===== config.mk =====
export PLATFORM = sky130hd
export DESIGN_NAME = vid_cell
export DESIGN_NICKNAME = d
export VERILOG_FILES = /design/src/hw/rtl/vid_pkg.sv /design/src/hw/rtl/vid_cell.sv
export SDC_FILE = /design/constraint.sdc
export NUM_CORES = 1
export LEC_CHECK = 0
export ABC_AREA = 1
export BUFFER_PORTS_ARGS = -buffer_cell sky130_fd_sc_hd__buf_2
export CAP_MARGIN = 20
export CELL_PAD_IN_SITES_DETAIL_PLACEMENT = 1
export CELL_PAD_IN_SITES_GLOBAL_PLACEMENT = 2
export CORE_ASPECT_RATIO = 1.2
export CORE_MARGIN = 8
export CORE_UTILIZATION = 29
export CTS_CLUSTER_DIAMETER = 200
export CTS_CLUSTER_SIZE = 16
export DETAILED_ROUTE_END_ITERATION = 10
export PLACE_DENSITY = 0.77
export SLEW_MARGIN = 15
export SYNTH_ARGS = -nofsm -noshare
export SYNTH_HDL_FRONTEND = slang
export SYNTH_SLANG_ARGS = --single-unit

===== constraint.sdc =====
create_clock -name clk -period 2.7 [get_ports clk]
set_input_delay 0.27 -clock clk [delete_from_list [all_inputs] [get_ports clk]]
set_output_delay 0.27 -clock clk [all_outputs]
set_load 0.02 [all_outputs]

===== src/hw/rtl/vid_pkg.sv =====
// Shared types and defaults of the vertex index dedup block.
`default_nettype none
package vid_pkg;

  localparam int TABLE_DEPTH_DEF = 256;
  localparam int INDEX_BITS_DEF  = 16;
  // Width of one index field on the stream ports
  localparam int IDX_FIELD_W     = 16;
  localparam int VNUM_FIELD_W    = 8;
  localparam int COUNT_FIELD_W   = 9;

  // Control part of the lookup token that walks the cell row
  typedef struct packed {
    logic active;    // token present in this stage
    logic hit;       // matched a stored triple
    logic appended;  // written into a free entry
  } tok_ctl_t;

endpackage
`default_nettype wire


===== src/hw/rtl/vid_cell.sv =====
// One table cell: holds one triple and forwards the lookup token to its neighbor.
`default_nettype none
module vid_cell #(
  parameter int DEPTH    = vid_pkg::TABLE_DEPTH_DEF,
  parameter int KEY_W    = 3 * vid_pkg::INDEX_BITS_DEF,
  parameter int CELL_IDX = 0,
  localparam int CNT_W   = $clog2(DEPTH + 1),
  localparam int VN_W    = $clog2(DEPTH)
) (
  input  wire                  clk,
  input  wire                  rst_n,
  input  wire [CNT_W-1:0]      count,
  input  vid_pkg::tok_ctl_t    ctl_in,
  input  wire [KEY_W-1:0]      key_in,
  input  wire [VN_W-1:0]       vnum_in,
  output vid_pkg::tok_ctl_t    ctl_out,
  output logic [KEY_W-1:0]     key_out,
  output logic [VN_W-1:0]      vnum_out
);

  localparam logic [CNT_W-1:0] MY_IDX  = CNT_W'(CELL_IDX);
  localparam logic [VN_W-1:0]  MY_VNUM = VN_W'(CELL_IDX);

  logic [KEY_W-1:0]   entry_r;
  vid_pkg::tok_ctl_t  ctl_r, ctl_nxt;
  logic [KEY_W-1:0]   key_r;
  logic [VN_W-1:0]    vnum_r, vnum_nxt;
  logic               undecided;
  logic               match;
  logic               append;

  always_comb begin
    undecided = ctl_in.active && !ctl_in.hit && !ctl_in.appended;
    match     = undecided && (MY_IDX < count) && (entry_r == key_in);
    // The first free entry sits exactly at the fill count
    append    = undecided && (MY_IDX == count);
    ctl_nxt          = ctl_in;
    ctl_nxt.hit      = ctl_in.hit || match;
    ctl_nxt.appended = ctl_in.appended || append;
    vnum_nxt         = (match || append) ? MY_VNUM : vnum_in;
  end

  always_ff @(posedge clk) begin
    if (!rst_n) begin
      ctl_r <= '0;
    end else begin
      ctl_r <= ctl_nxt;
    end
  end

  always_ff @(posedge clk) begin
    key_r  <= key_in;
    vnum_r <= vnum_nxt;
    if (append) begin
      entry_r <= key_in;
    end
  end

  assign ctl_out  = ctl_r;
  assign key_out  = key_r;
  assign vnum_out = vnum_r;

endmodule
`default_nettype wire


* Yosys cells after proc, flatten, opt, wreduce, memory -nomap -nowiden *
Cells that the tools add are included.

cells by class
  $lt $le $gt $ge = 1
  equality and inequality tests = 1
  reductions and logical operators = 11

operator list
  kind                count
  $eq 48x48->1        1
  $logic_not 9->1     1
  $lt 1x9->1 const A  1
  $logic_and 1x1->1   5
  $logic_or 1x1->1    3
  $logic_not 1->1     2

word-level totals
  output and inout bits = 59
  bits in registers = 107
  input bits = 70
  word-level logic and storage cells = 19

* Logic depth before layout (Yosys ltp) *
Gate-level depths: netlist of the first run.

  depth after elaboration = 6
  gate-level depth with buffers = 11
  depth with buffers taken out = 11

* Least setup slack after synthesis of the first run *
Ideal clock, no wire load.

  kind = input -> register
  start point = in count[3]
  end point = reg entry_r[0], enable pin
  library setup time = 0.402 ns
  required time = 2.298 ns
  stages on the path = 5
  slack = 0.673 ns
  arrival time = 1.625 ns
  buffers on the path = 0
  cells stage by stage = nor2_1 -> nand3_1 -> nor2_1 -> nand2_1 -> inv_1

between the ends
  word-level cells in the longest chain between the ends = 2

RTL lines
  item                    RTL line        source
  start: declaration      vid_cell.sv:12  input wire [CNT_W-1:0] count,
  $logic_not 9->1         vid_cell.sv:36  append = undecided && (MY_IDX == count);
  $logic_and 1x1->1       vid_cell.sv:36
  named net append        vid_cell.sv:30  logic append;
  end signal: assignment  vid_cell.sv:55  entry_r <= key_in;
  end: declaration        vid_cell.sv:24  logic [KEY_W-1:0] entry_r;

The timed path passes the listed nets, and every way through them passes these cells.
A chain may end at the register's enable or synchronous reset.

* Worst setup path in the final report of the first run *
  start point = in count[4]
  end point = reg entry_r[23], enable pin

Same word-level chain as after synthesis.

==> results.yml, run 1 <==
grt:
  grt_overflow_total: 0
  grt_pass1_wl_um: 13700
  grt_pass1_vias: 3008
  grt_max_degree: 29
  antenna_found_initial: 0
  track_usage_pct: 10.1
detailed_routing:
  first_iter_violations: 99
  wirelength_um: 8290
  viasPerCell: 4.03
  wl_per_cell_um: 12.2
  route.detailed.drc: 0
  firstDrtPassIters: 4
  num_vias: 2739
  final_antenna_net_count: 0
clock_network:
  cts.sinks: 107
  clockRootBuffer: "clkbuf_16"
  post-cts-setup-buffer-count: 0
  numCtsBuffers: 9
  cts_hold_buffers: 0
  clock_latency_ps: 330
  clk_pin_slew_worst_paths_ps: 70
  clockBufferDepth: 2
  cts_max_level: 3
  cts_resized: 0
  cts_tree: "built"
cells_and_area:
  nets: 580
  final_cells: 679
  utilization_pct: 38.4
  drive_gt1_share_pct: 28.7
  syn_to_final_growth_pct: 30.6
  antenna_cells: 0
  final_cell_area_um2: 4820
power_and_ir_drop:
  leakagePower_nw: 2.41
  power.density_nw_per_um2: 656
  vdd_drop_max_mv: 0.302
floorplanning:
  core_area_um2: 12600
  dieWidth_um: 119
  start_util_pct: 29.4
  ios: 129
  die_h_um: 140
  die_area_um2: 16600
  std_cell_rows: 45
place:
  dpl.hpwl_um: 6680
  post-place-ws_ps: 821
  port_buffers: 128
  postPlaceCellArea_um2: 4560
  gp_congestion: 0.686
  placed_cells: 663
timing:
  setup_tns_ps: 0
  min_period_ps: 1480
  slew-limit-headroom_pct: 67.0
  setup_viol: 0
  timing.fmax_mhz: 676
  rsz0062_at_grt: "no"
  setup_ws_ps: 1220
  skew_ps: 7.04
  finalMaxSlewViolations: 0
  fin_crit_sh_pct: 54.8
  worst_pin_slew_ps: 494
  hold_violations: 0
setup_path:
  cp_max_fo: 28
  critPathLaunchType: "input port"
  cp.arrival_ps: 1510
  crit_type: "in2reg"
  required_ps: 2730
  end_kind: "flop"
worst_hold_path:
  hold_class: "in2reg"
synthesis:
  ys_seq_area_share_pct: 71.0
  synth_fp_nets: 440
  netlist_instances: 370
  ys.warnings.count: 0
  synth_cell_type_count: 15
  yosys_register_bits: 107
  synth_area_per_cell_um2: 9.98
  syn_area_um2: 3690
flow_run:
  max_cap_viol_count: 0
run_status:
  status: "complete, no violations"
-- cell usage in the layout (no fill, tap or decap) --
master	n
buf_2	128
nand2_4	1
a21oi_2	1
inv_2	1
edfxtp_1	48
inv_1	72
nor2_2	2
clkbuf_16	9
clkinvlp_4	1
nand2_1	101
o21ai_0	1
clkinv_4	1
dfxtp_1	59
nand2_2	1
nand3_1	3
buf_12	1
clkinv_1	1
clkinv_2	2
clkbuf_1	2
a21oi_1	1
xnor2_1	10
nor2_1	67
xor2_1	1
or2_0	1
-- synth_stat cells --
library cell,count,area [um^2]
nand3_1,3,15.0
xor2_1,1,8.76
nor2_2,2,12.5
a21oi_2,1,8.76
nand2_2,1,6.26
o21ai_0,1,5.00
or2_0,1,6.26
nand2_1,101,379
a21oi_1,1,5.00
edfxtp_1,48,1440
xnor2_1,10,87.6
dfxtp_1,59,1180
inv_1,73,274
nand2_4,1,11.3
nor2_1,67,251
-- cell families after synthesis --
logic type	count (synthesis)	share of synthesized area, %
AND/OR/NAND/NOR	176	18.5
buffers and inverters	73	7.42
AO/OA/AOI/OAI	3	0.508
XOR/XNOR	11	2.61
flip-flops	107	71.0
-- worst max-delay path, stage by stage --
cell,delay [ps]
buf_2,100
nor2_1,90
nand3_1,70
nor2_1,150
nand2_1,150
inv_2,400
buf_12,270
-- registers in the layout (all words and copies together) (netlist names) --
name and count:
ctl_out 3, vnum_out 8, key_out 48, entry_r 48
-- area by class of cell --
type                            count  area [um^2]
Timing Repair Buffer              129          661
Sequential cell                   107         2620
Tap cell                          164          205
Clock inverter                      5         30.0
Clock buffer                       11          233
Fill cell                        1494         7730
Multi-Input combinational cell    190          797
Inverter                           73          274
-- per-layer routing --
metal / track usage (%) / part of all wire [%] / vias up
li1: - / - / 1381
met1: 10.7 / 42 / 1269
met2: 17.0 / 48 / 82
met3: 5.14 / 9.4 / 7
met4: 3.40 / 1.1 / 0
met5: 0 / 0 / -
-- power breakdown --
group / switching [mW] / internal (mW) / total, mW
Sequential: 0.00996 / 1.74 / 1.75
Combinational: 0.152 / 0.0942 / 0.246
Clock: 0.551 / 0.622 / 1.17
-- metrics by stage --
| step | total power [mW] | hold slack, ps |
|---|---|---|
| after floorplan | 1.90 | 298 |
| final | 3.16 | 73.9 |
| after detailed placement | 2.04 | 415 |
| after global routing | 3.31 | 60.6 |
| after CTS | 3.23 | 61.9 |
| after global placement | 2.03 | 413 |
-- final timing paths --
kind          startpoint           to  slack [ps]  depth (start not counted)
max             count[4]  entry_r[23]        1220                          7
min           key_in[34]  key_out[34]          70                          1
max reg2reg  entry_r[14]  vnum_out[5]        1280                         10
min reg2reg  entry_r[10]   ctl_out[1]         810                          7
No activity file was read; power rests on OpenSTA's default activity.
==> run 2: changes to the inputs <==
--- a/config.mk
+++ b/config.mk
@@ -12,11 +12,11 @@
 export CELL_PAD_IN_SITES_GLOBAL_PLACEMENT = 2
 export CORE_ASPECT_RATIO = 1.2
 export CORE_MARGIN = 8
-export CORE_UTILIZATION = 29
+export CORE_UTILIZATION = 26
 export CTS_CLUSTER_DIAMETER = 200
 export CTS_CLUSTER_SIZE = 16
 export DETAILED_ROUTE_END_ITERATION = 10
-export PLACE_DENSITY = 0.77
+export PLACE_DENSITY = 0.73
 export SLEW_MARGIN = 15
 export SYNTH_ARGS = -nofsm -noshare
 export SYNTH_HDL_FRONTEND = slang
==> constraint.sdc (replaced) <==
create_clock -name clk -period 1.3 [get_ports clk]
set_input_delay 0.13 -clock clk [delete_from_list [all_inputs] [get_ports clk]]
set_output_delay 0.13 -clock clk [all_outputs]
set_load 0.02 [all_outputs]
==> run 2 against run 1 <==
Net effect:
- utilization up 2.0 points
- register-to-register slack worse by 1400 ps
- largest cell class unchanged
- highest routed layer unchanged
- design area up 16%
- non-clock buffer count up 67
- the run now ends with setup timing left
- final cell count up 11%
- critical endpoint is now vnum_out[4]
==> results.yml, run 2 (synthesis results as in run 1) <==
floorplanning:
  ios: 129
  core_area_um2: 13800
  std_cell_rows: 47
  die_h_um: 147
  start_util_pct: 26.7
  dieWidth_um: 125
  die_area_um2: 18300
grt:
  grt_pass1_vias: 3304
  track_usage_pct: 11.1
  antenna_found_initial: 0
  grt_overflow_total: 0
  grt_max_degree: 26
  grt_pass1_wl_um: 16300
place:
  placed_cells: 684
  gp_congestion: 0.666
  post-place-ws_ps: -197
  postPlaceCellArea_um2: 4720
  dpl.hpwl_um: 6980
  port_buffers: 128
power_and_ir_drop:
  seqPwrFrac_pct: 51.2
  clkPwrFrac_pct: 39.1
  p_int_mw: 5.46
  vdd_drop_max_mv: 0.588
  power.density_nw_per_um2: 1270
  total_power_mw: 7.08
  power.net_switching_mw: 1.62
  p_comb_share_pct: 9.6
  leakagePower_nw: 2.75
  netSwitchingFraction_pct: 22.9
timing:
  worst_pin_slew_ps: 207
  finalMaxSlewViolations: 0
  skew_ps: 8.05
  setup_ws_ps: -95.3
  rsz0062_at_grt: "yes"
  setup_viol: 9
  fin_crit_sh_pct: 107
  slew-limit-headroom_pct: 86.0
  min_period_ps: 1400
  hold_violations: 0
  timing.fmax_mhz: 717
cells_and_area:
  most-common-layout-cells: "128 x buf_2, 99 x nand2_1, 72 x inv_1"
  multiInputGateArea_um2: 863
  nFillCells: 1597
  final_cell_area_um2: 5590
  antenna_cells: 0
  nets: 647
  drive_gt1_share_pct: 30.4
  final_common_cell: "buf_2"
  syn_to_final_growth_pct: 51.4
  final_cells: 753
  seq_area_um2: 2620
clock_network:
  clock_latency_ps: 350
  cts.sinks: 107
  cts_tree: "built"
  cts_max_level: 3
  post-cts-setup-buffer-count: 0
  numCtsBuffers: 9
  clockRootBuffer: "clkbuf_16"
  clockBufferDepth: 2
  clk_pin_slew_worst_paths_ps: 70
setup_path:
  crit-reg2reg-launch: "entry_r[29]"
  required_ps: 1550
  critPathLaunchType: "flop"
  ff2ff_path_depth: 10
  reg2reg_to: "vnum_out[4]"
  crit_start: "entry_r[29]"
  ff2ff_setup_slack_ps: -100
  crit_type: "reg2reg"
  cp_max_fo: 8
  end_kind: "flop"
  endpoint: "vnum_out[4]"
  cp.arrival_ps: 1640
detailed_routing:
  first_iter_violations: 85
  firstDrtPassIters: 4
  viasPerCell: 4.00
  wl_per_cell_um: 13.2
  num_vias: 3013
  wirelength_um: 9910
  final_antenna_net_count: 0
  route.detailed.drc: 0
worst_hold_path:
  hold_class: "in2reg"
run_status:
  status: "finished, violations left"
  violations: "setup timing"
flow_run:
  max_cap_viol_count: 0
## run 2: how the worst min path moves through the flow
stage | end | start | cells after the start | slack [ps]
finish | entry_r[10] | key_in[10] | 1 | 20
global route | entry_r[43] | key_in[43] | 1 | 0.8
CTS | key_out[46] | key_in[46] | 1 | -80
detailed placement | key_out[0] | key_in[0] | 1 | 280
global placement | key_out[6] | key_in[6] | 1 | 270
floorplan | key_out[0] | key_in[0] | 0 | 160
## run 2: timing repair
item                       4_1_cts  5_1_grt
pin swaps                        7        6
resized for setup                4        5
hold buffers                    51        2
setup endpoints to repair        9        9
hold endpoints to repair        85        2
## run 2: per-layer routing
metal	wire, um	global-route usage, %
met1	3850	11.6
met2	5320	19.9
met3	632	4.49
met4	106	3.80
met5	0	0
## run 2: power by group through the flow
| stage | Clock (mW) | Sequential, mW | Combinational, mW |
|---|---|---|---|
| 2_1_floorplan | 0 | 3.83 | 0.114 |
| 3_5_place_dp | 0 | 3.70 | 0.562 |
| 5_1_grt | 3.05 | 3.63 | 0.753 |
| 4_1_cts | 2.89 | 3.63 | 0.689 |
| 6_report | 2.77 | 3.63 | 0.681 |
| 3_3_place_gp | 0 | 3.70 | 0.545 |
## run 2: per-stage QoR
| stage | TNS [ps] | hold slack (ps) | util [%] |
|---|---|---|---|
| after detailed placement | -3240 | 276 | 34.1 |
| after global routing | -2230 | 0.803 | 40.5 |
| final | -688 | 18.6 | 40.5 |
| after floorplan | -7110 | 158 | - |
| after CTS | -1240 | -80.2 | 40.1 |
| after global placement | -3410 | 271 | 34.1 |
## run 2: layout make-up
class	count	share of cell area (%)
multi-input cells	190	15.4
repair buffers	196	23.4
well taps	171	3.83
flip-flops and latches	107	46.9
clock inverters	5	0.515
inverters	73	4.97
clock buffers	11	4.92
## run 2: worst max-delay path, stage by stage (launching register included)
cell      delay (ps)
edfxtp_1         390
nand2_1           80
nand2_1           50
nor2_1           100
nand2_1           80
nor2_2           120
nand2_1           70
nor2_2           140
nand2_4          100
nand2_8          100
nor2_1            50
